## config.mk

```make
export PLATFORM = sky130hd
export DESIGN_NAME = kmp_stream_matcher_core
export DESIGN_NICKNAME = d
export VERILOG_FILES = /design/src/kmp_pkg.sv /design/src/kmp_cell.sv /design/src/kmp_stream_matcher_core.sv
export SDC_FILE = /design/constraint.sdc
export NUM_CORES = 2
export LEC_CHECK = 0
export CAP_MARGIN = 20
export CORE_MARGIN = 2
export CORE_UTILIZATION = 55
export CTS_CLUSTER_DIAMETER = 80
export CTS_CLUSTER_SIZE = 25
export DETAILED_ROUTE_END_ITERATION = 8
export DONT_BUFFER_PORTS = 1
export GPL_TIMING_DRIVEN = 1
export PLACE_DENSITY = 0.72
export SLEW_MARGIN = 0
export SYNTH_ARGS = -nofsm -noshare
export SYNTH_HDL_FRONTEND = slang
export SYNTH_SLANG_ARGS = --single-unit
```

## constraint.sdc

```tcl
create_clock -name clk -period 127.9 [get_ports clk]
set_clock_uncertainty 0.1 [all_clocks]
set_input_delay 6.395 -clock clk [delete_from_list [all_inputs] [get_ports clk]]
set_output_delay 6.395 -clock clk [all_outputs]
set_load 0.01 [all_outputs]
```

## src/kmp_pkg.sv

```systemverilog
// ----------------------------------------------------------------------------
// kmp_pkg: shared types and constants of the stream matcher
// Command codes, field widths, default sizes and the control word that the
// top level broadcasts to every cell of the matching row.
// ----------------------------------------------------------------------------
package kmp_pkg;

    // default sizes
    localparam int PATTERN_MAX_DEF   = 256;
    localparam int POSITION_BITS_DEF = 16;

    // fixed field widths
    localparam int CMD_W    = 2;
    localparam int SYMBOL_W = 8;
    localparam int START_W  = 16;

    // command codes
    localparam logic [CMD_W-1:0] CMD_APPEND  = 2'd0;
    localparam logic [CMD_W-1:0] CMD_TEXT    = 2'd1;
    localparam logic [CMD_W-1:0] CMD_CLEAR   = 2'd2;
    localparam logic [CMD_W-1:0] CMD_RESTART = 2'd3;

    // per-transfer control broadcast to the cell row
    typedef struct packed {
        logic append;   // shift a new pattern byte in at cell 0
        logic text;     // step the prefix trackers by one text byte
        logic clear;    // drop pattern and all trackers
        logic restart;  // drop trackers, keep pattern
    } kmp_ctrl_t;

endpackage

```

## src/kmp_cell.sv

```systemverilog
// ----------------------------------------------------------------------------
// kmp_cell: one slot of the matching row
// Holds one pattern byte, a loaded flag and a prefix tracker bit. The pattern
// is kept newest byte first, so cell 0 holds the last pattern byte and the
// hit of cell 0 marks a full occurrence. Trackers move towards cell 0 on
// text bytes; bytes, flags and trackers move away from it on pattern appends.
// ----------------------------------------------------------------------------
module kmp_cell
    import kmp_pkg::*;
(
    input  logic                clk,
    input  logic                rst_n,
    input  kmp_ctrl_t           ctrl,
    input  logic [SYMBOL_W-1:0] symbol,
    input  logic                head,          // set on cell 0 only
    // from the neighbour nearer cell 0 (append shift)
    input  logic [SYMBOL_W-1:0] shift_byte,
    input  logic                shift_loaded,
    input  logic                shift_track,
    // from the neighbour further from cell 0 (text step)
    input  logic                up_loaded,
    input  logic                up_track,
    // to the neighbours
    output logic [SYMBOL_W-1:0] pat_byte,
    output logic                loaded,
    output logic                track,
    output logic                hit
);

    logic [SYMBOL_W-1:0] pat_byte_reg;
    logic [SYMBOL_W-1:0] pat_byte_next;
    logic                loaded_reg;
    logic                loaded_next;
    logic                track_reg;
    logic                track_next;

    // prefix through this byte matches: the oldest loaded cell starts a prefix
    assign hit = loaded_reg && (pat_byte_reg == symbol) && (up_loaded ? up_track : 1'b1);

    // next state
    always_comb
    begin
        pat_byte_next = pat_byte_reg;
        loaded_next   = loaded_reg;
        track_next    = track_reg;
        if (ctrl.clear)
        begin
            loaded_next = 1'b0;
            track_next  = 1'b0;
        end
        else if (ctrl.restart)
        begin
            track_next = 1'b0;
        end
        else if (ctrl.append)
        begin
            pat_byte_next = shift_byte;
            loaded_next   = shift_loaded;
            track_next    = shift_track;
        end
        else if (ctrl.text)
        begin
            // a full occurrence falls back to its border, so cell 0 keeps nothing
            track_next = hit && !head;
        end
    end

    // control flags
    always_ff @(posedge clk or negedge rst_n)
    begin
        if (!rst_n)
        begin
            loaded_reg <= 1'b0;
            track_reg  <= 1'b0;
        end
        else
        begin
            loaded_reg <= loaded_next;
            track_reg  <= track_next;
        end
    end

    // pattern byte, meaningful only while loaded
    always_ff @(posedge clk)
    begin
        pat_byte_reg <= pat_byte_next;
    end

    assign pat_byte = pat_byte_reg;
    assign loaded   = loaded_reg;
    assign track    = track_reg;

endmodule

```

## src/kmp_stream_matcher_core.sv

```systemverilog
// ----------------------------------------------------------------------------
// kmp_stream_matcher_core: streaming prefix-automaton string matcher
// Pattern bytes are appended, text bytes are streamed, and each text byte
// reports whether it completes an occurrence and where that occurrence starts.
// Overlapping occurrences are found; an empty pattern never matches.
//
//   channel   dir  payload                              one transfer
//   s_axis    in   tuser: command, tdata: symbol        one command item
//   m_axis    out  tuser: match_found, tdata: start     one result item
//
// The whole cell row updates at the accepting edge and the result sits in
// the output register from the next cycle.
// The input is taken whenever the output register is empty or being drained,
// so a stalled output holds one result and stops the input.
// Reset clears the pattern, the trackers and the text position at once.
// ----------------------------------------------------------------------------
module kmp_stream_matcher_core
    import kmp_pkg::*;
#(
    parameter int PATTERN_MAX   = PATTERN_MAX_DEF,
    parameter int POSITION_BITS = POSITION_BITS_DEF
)
(
    input  logic        clk,
    input  logic        rst_n,
    input  logic        s_tvalid,
    output logic        s_tready,
    input  logic [7:0]  s_tdata,   // [7:0] symbol
    input  logic [1:0]  s_tuser,   // [1:0] command
    output logic        m_tvalid,
    input  logic        m_tready,
    output logic [15:0] m_tdata,   // [15:0] match_start
    output logic [0:0]  m_tuser    // [0] match_found
);

    localparam int LEN_W = $clog2(PATTERN_MAX + 1);
    localparam int SUM_W = (POSITION_BITS > LEN_W) ? POSITION_BITS : LEN_W;

    logic                     accept;
    kmp_ctrl_t                ctrl;
    logic                     full;
    logic [LEN_W-1:0]         len_reg;
    logic [LEN_W-1:0]         len_next;
    logic [POSITION_BITS-1:0] pos_reg;
    logic [POSITION_BITS-1:0] pos_next;
    logic [POSITION_BITS-1:0] pos_inc;
    logic [SUM_W-1:0]         start_wide;
    logic [POSITION_BITS-1:0] start_pos;
    logic                     out_valid_reg;
    logic                     out_valid_next;
    logic                     found_reg;
    logic                     found_next;
    logic [START_W-1:0]       start_reg;
    logic [START_W-1:0]       start_next;

    logic [SYMBOL_W-1:0]      byte_chain   [PATTERN_MAX];
    logic [PATTERN_MAX-1:0]   loaded_chain;
    logic [PATTERN_MAX-1:0]   track_chain;
    logic [PATTERN_MAX-1:0]   hit_chain;

    // handshake
    assign s_tready = !out_valid_reg || m_tready;
    assign accept   = s_tvalid && s_tready;
    assign full     = (len_reg == LEN_W'(PATTERN_MAX));

    // command decode into the row control word
    always_comb
    begin
        ctrl = '0;
        if (accept)
        begin
            case (s_tuser)
                CMD_APPEND:  ctrl.append  = !full;
                CMD_TEXT:    ctrl.text    = 1'b1;
                CMD_CLEAR:   ctrl.clear   = 1'b1;
                CMD_RESTART: ctrl.restart = 1'b1;
                default:     ctrl         = '0;
            endcase
        end
    end

    // row of cells, cell 0 holds the newest pattern byte
    for (genvar j = 0; j < PATTERN_MAX; j++)
    begin : g_cell
        logic [SYMBOL_W-1:0] sh_byte;
        logic                sh_loaded;
        logic                sh_track;
        logic                up_loaded;
        logic                up_track;

        if (j == 0)
        begin : g_first
            assign sh_byte   = s_tdata;
            assign sh_loaded = 1'b1;
            assign sh_track  = 1'b0;
        end
        else
        begin : g_inner
            assign sh_byte   = byte_chain[j-1];
            assign sh_loaded = loaded_chain[j-1];
            assign sh_track  = track_chain[j-1];
        end

        if (j == PATTERN_MAX - 1)
        begin : g_last
            assign up_loaded = 1'b0;
            assign up_track  = 1'b0;
        end
        else
        begin : g_mid
            assign up_loaded = loaded_chain[j+1];
            assign up_track  = track_chain[j+1];
        end

        kmp_cell u_cell (
            .clk          (clk),
            .rst_n        (rst_n),
            .ctrl         (ctrl),
            .symbol       (s_tdata),
            .head         ((j == 0) ? 1'b1 : 1'b0),
            .shift_byte   (sh_byte),
            .shift_loaded (sh_loaded),
            .shift_track  (sh_track),
            .up_loaded    (up_loaded),
            .up_track     (up_track),
            .pat_byte     (byte_chain[j]),
            .loaded       (loaded_chain[j]),
            .track        (track_chain[j]),
            .hit          (hit_chain[j])
        );
    end

    // pattern length and text position
    assign pos_inc = pos_reg + POSITION_BITS'(1);

    always_comb
    begin
        len_next = len_reg;
        pos_next = pos_reg;
        if (ctrl.clear)
        begin
            len_next = '0;
            pos_next = '0;
        end
        else if (ctrl.restart)
        begin
            pos_next = '0;
        end
        else if (ctrl.append)
        begin
            len_next = len_reg + LEN_W'(1);
        end
        else if (ctrl.text)
        begin
            pos_next = pos_inc;
        end
    end

    // start of the occurrence ending at this byte, modulo the position range
    assign start_wide = SUM_W'(pos_inc) - SUM_W'(len_reg) + SUM_W'(1);
    assign start_pos  = start_wide[POSITION_BITS-1:0];

    // output register
    always_comb
    begin
        out_valid_next = out_valid_reg;
        found_next     = found_reg;
        start_next     = start_reg;
        if (accept)
        begin
            out_valid_next = 1'b1;
            found_next     = ctrl.text && hit_chain[0];
            start_next     = (ctrl.text && hit_chain[0]) ? START_W'(start_pos) : '0;
        end
        else if (m_tready)
        begin
            out_valid_next = 1'b0;
        end
    end

    always_ff @(posedge clk or negedge rst_n)
    begin
        if (!rst_n)
        begin
            len_reg       <= '0;
            pos_reg       <= '0;
            out_valid_reg <= 1'b0;
        end
        else
        begin
            len_reg       <= len_next;
            pos_reg       <= pos_next;
            out_valid_reg <= out_valid_next;
        end
    end

    // result payload
    always_ff @(posedge clk)
    begin
        found_reg <= found_next;
        start_reg <= start_next;
    end

    assign m_tvalid   = out_valid_reg;
    assign m_tdata    = start_reg;
    assign m_tuser[0] = found_reg;

endmodule
```

### Word level (Yosys, flattened, before mapping)

Index checks and enable logic that the tools add are counted.

* $add $sub $neg: 4
* equality and inequality tests: 262
* multiplexer cells: 2061
* bitwise gates (word level): 2
* reductions and logical operators: 524

Operators by type and width (count)
* $mux W1: 2053
* $eq A8 B8 Y1: 256
* $logic_and A1 B1 Y1: 513
* $mux W16: 4
* $add A16 B1 Y16 const B: 2
* $mux W9: 3
* $sub A16 B9 Y16: 1
* $add A9 B1 Y9 const B: 1
* $eq A9 B9 Y1 const B: 1
* $eq A2 B2 Y1 const B: 2
* $mux W4: 1
* $reduce_and A2 Y1: 2
* $reduce_bool A2 Y1: 2
* $reduce_bool A4 Y1: 1
* $ne A3 B3 Y1 const B: 1
* $reduce_and A3 Y1: 1
* $reduce_bool A3 Y1: 1
* $eq A2 B1 Y1 const B: 1
* $logic_not A1 Y1: 2
* $logic_not A2 Y1: 1
* $ne A2 B1 Y1 const B: 1
* $not A1 Y1: 2
* $logic_or A1 B1 Y1: 1

* bits in registers: 2603
* input port bits: 14
* output and inout port bits: 19
* word-level logic and storage cells: 3626

### Longest topological paths before layout

* word-level depth: 8
* depth in mapped cells: 15
* mapped depth without buffers: 13

### Hierarchy

Synthesis repeated with hierarchy kept, for this count alone.

* cell total of the unflattened synthesis: 8771
* area total of the unflattened synthesis: 123448.4 um2

Modules (own cells, without submodules)
* kmp_cell: instances 256, cells an instance 33, area an instance 470.5 um2, seq. area each 290.3 um2
* kmp_stream_matcher_core: instances 1, cells an instance 323, area an instance 3012.9 um2, seq. area each 1161.1 um2

### Worst setup path before layout

Ideal clock, no wire load.

* path type: input to register
* start point: input port m_tready
* end point: register g_cell[0].u_cell.pat_byte_reg[0] (enable)
* setup time: 3.206 ns
* arrival time: 62.462 ns
* required time: 124.594 ns
* slack: 62.132 ns
* stages: 8
* path buffers: 3
* cells stage by stage: nand2b_1 nand2_2 nor3_1 nand2_1 inv_2 buf_2 buf_2 buf_1

* word-level cells in the longest chain between the ends: 5
* elaborated cells on any way between the ends: 6
* classes of those cells: 1 x mux; 2 x bitwise; 3 x reduce/logical

Ends and longest elaborated chain
* start: declaration: RTL line kmp_stream_matcher_core.sv:31 `input logic m_tready,`
* $logic_or A1 B1 Y1 (*): RTL line kmp_stream_matcher_core.sv:62 `assign s_tready = !out_valid_reg || m_tready;`
* $logic_and A1 B1 Y1 (*): RTL line kmp_stream_matcher_core.sv:63 `assign accept = s_tvalid && s_tready;`
* $mux W4 (*): RTL line kmp_stream_matcher_core.sv:70 `if (accept)`
* $not A1 Y1 (no line)
* $reduce_and A3 Y1 (no line) (*)
* end signal: assignment: RTL line kmp_cell.sv:86 `pat_byte_reg <= pat_byte_next;`
* end: declaration: RTL line kmp_cell.sv:30 `logic [SYMBOL_W-1:0] pat_byte_reg;`

Mark *: on every way between the ends. The rest lies on a longest branch, timed or not.
A chain may end at the register's enable or synchronous reset.

### Final worst setup path

* start point: input port m_tready
* end point: output port s_tready

* word-level cells in the longest chain between the ends: 1

Ends and longest elaborated chain
* $logic_or A1 B1 Y1: RTL line kmp_stream_matcher_core.sv:62
* end: declaration: RTL line kmp_stream_matcher_core.sv:27 `output logic s_tready,`

Every way passes these cells.

==> results by group <==
Final layout
  – Design area: approximately 120000 µm²
  – Layout area overhead: 5.571%
  – Commonest non-fill, non-tap cell in the layout: edfxtp_1
  – Finished Layout Cells: about 10000
  – Layout cells sized above 1: under 10%
  – Most frequent cells in the layout: 2065 x edfxtp_1, 1067 x xor2_1, 1002 x xnor2_1
  – Final core utilization: between 50% and 60%
  – Filler cell count in the final layout: 15180
  – Nets: between 7000 and 8000
  – FF+latch area: between 70000 and 80000 µm²
  – Multi-input combinational cell area: 32200 µm²
  – Max reg flops: around 2000
  – ANT cells: 0

STA
  – Setup ws final: roughly 110 ns
  – Final Cycle Share: about 10%
  – Maximum achievable frequency: ~76 MHz
  – Final slew viol count: 283
  – Least-Margin Pin Slew: approximately 2.6 ns
  – Final setup vio count: 0
  – WHS: 0.3590 ns
  – Final hold vios: 0
  – RSZ-0062 raised after global routing: no
  – Final min period: between 10 and 15 ns
  – Slew HR: -72.43%
  – Setup TNS: 0 ns

Setup path
  – Critical path data required time: approximately 120 ns
  – Critical path origin: m_tready
  – Worst Setup End Kind: output port
  – Crit path buffers/inverters: 0
  – CP top delay family: simple AND/OR/NAND/NOR gates
  – Reg2Reg Depth: 13
  – Max FO, Critical Path: 3
  – CP arrival: between 6 and 7 ns
  – RR Endpoint: g_cell[186].u_cell.track
  – Worst path cell trace: nand2b_1
  – CP startpoint kind: input pin
  – Slowest CP cell: nand2b_1
  – Crit Path Category: input pin to output port
  – Flop-to-flop setup slack: 121.23 ns
  – R2r startpoint: m_tvalid
  – Worst path max stage delay: 0.20 ns

Worst hold path
  – HP Start: g_cell[46].u_cell.pat_byte[3]
  – Sink of the worst hold path: g_cell[47].u_cell.pat_byte[3]
  – Hold path cells: 0
  – Hold WC Path Type: flip-flop to flip-flop

Pwr
  – Net switching power: ~310 µW
  – Tot Pwr: around 1.5 mW
  – P_int: approximately 1.1 mW
  – Peak supply drop: 15.05 µV
  – Combinational share of power: 4.4%
  – Switch share: a little over a fifth
  – Pwr Density: around 13 nW/µm²
  – Clock group share of total power: between 30% and 40%
  – P_leak: between 30 and 40 nW
  – Seq pwr share: 62.8%

Synthesis
  – Yosys cell types: 64
  – YS warnings: 0
  – Ys async rst share: 20.64%
  – Synthesized instance count: 7926
  – Synth area leaders: edfxtp_1 56%, dfrtp_1 12%, xor2_1 8.5%, xnor2_1 7.9%, nand3_1 2.3%
  – Synthesized cell area: between 100000 and 150000 µm²
  – Post-synth net total: around 8000
  – Top-area cell type share of the netlist area: ~56%
  – Seq/Total Area, Yosys: approximately two thirds
  – Mean area per synthesized cell: about 14 µm²
  – Yosys reg bits: ~2600
  – Post-synth EDFFs: a little over 2000
  – Ys flop type: edfxtp_1
  – Cell accounting for the most synthesized area: edfxtp_1

Clock network
  – CTS buffer count: 130
  – CTS resizes: 0
  – H-tree Lvls: 4
  – Hold_buf cts: 0
  – Clk slew on worst S/H paths: ~0.1 ns
  – Root buffer cell: clkbuf_16
  – CTS tree: yes
  – Later-pin clock latency in the skew report: around 0.80 ns
  – Clock sink count: between 2000 and 3000
  – Post-CTS Repair Setup Buffers: 0
  – Clock buffer depth: 3

Routing
  – DRC errors left: 0
  – Via count: a little over 60000
  – Antenna viol nets, final: 0
  – DR iter-0 viols: a little over 6000
  – Avg Vias per Cell: roughly 5.8
  – Pre-antenna DRT Iters: 6
  – Routed length per placed instance: between 20 and 25 µm
  – Total Routed Length: about 220000 µm

Floorplan
  – Die Area: just over 200000 µm²
  – Initial Util: 55.37%
  – Chip Height: around 450 µm
  – Die outline width: between 400 and 500 µm
  – Core area: 199700 µm²
  – Io pins: 33
  – Row cnt: roughly 160

Placed design
  – Placed instance area: between 100000 and 150000 µm²
  – HPWL Detailed: about 110000 µm
  – Pre-CTS setup slack: between 100 and 150 ns
  – Number of port buffers: 0
  – Gp weighted congestion: between 0.7 and 0.8
  – Cells after DPL: a little over 10000

Global routing
  – Global Route Usage Sum: between 20% and 30%
  – Vias in the first global route: around 61000
  – First-pass GRT wire length: 346900 µm
  – Largest net degree at the start of global routing: 538
  – Total gr overflow: 0
  – Initial antenna violation count: 0

Status
  – Failing checks: max-slew violations
  – Outcome: finished with violations

Run
  – Max_cap viols: 0
[synth_stat cells (52+ instances only)]
cell type and number:
o21ai_0 459, buf_1 56, o21ai_1 72, dfrtp_1 537, buf_2 161, clkbuf_1 221
nand3_1 507, nand2_1 282, o2111ai_1 254, xnor2_1 1002, inv_1 281, nor3_1 253
xor2_1 1067, edfxtp_1 2065, a21oi_1 254, nor2_1 52, nor4_1 269
[power groups by stage]
stage | clock, mW | sequential [mW] | combinational [mW]
6_report | 0.479 | 0.916 | 0.0642
5_1_grt | 0.518 | 0.917 | 0.0712
4_1_cts | 0.489 | 0.916 | 0.0602
3_5_place_dp | 0 | 0.935 | 0.0598
3_3_place_gp | 0 | 0.935 | 0.0581
2_1_floorplan | 0 | 0.985 | 0.0625
[cell type report]
class	instances	area share [%]
Sequential cell	2602	64.65
Multi-Input combinational cell	4599	27.59
Clock buffer	202	3.216
Tap cell	2656	2.847
Inverter	283	0.9166
Timing Repair Buffer	49	0.5103
Clock inverter	31	0.2734
[how the worst max path moves through the flow]
stage | end | slack, ns | depth (start not counted)
detailed placement | s_tready | 114.81 | 1
global placement | s_tready | 114.80 | 1
global route | s_tready | 114.80 | 1
CTS | s_tready | 114.80 | 1
floorplan | g_cell[0].u_cell.pat_byte[0] | 62.13 | 8
finish | s_tready | 114.81 | 1
[cells by family after synthesis]
group,after synthesis,synth area share [%]
AO/OA/AOI/OAI,1098,6.015
XOR/XNOR,2069,16.39
multiplexers,1,0.009055
flip-flops,2602,68.25
adder cells (fa/ha/maj),27,0.3113
AND/OR/NAND/NOR,1404,6.363
buffers and inverters,725,2.661
[per-layer routing]
layer | global-route usage (%) | part of all wire, % | vias up
met5 | 0 | 0 | -
li1 | - | - | 27910
met4 | 4.562 | 1.8 | 0
met1 | 31.68 | 46 | 30870
met3 | 2.508 | 4.6 | 273
met2 | 33.17 | 47 | 1497
Power figures use the tool's default switching activity.
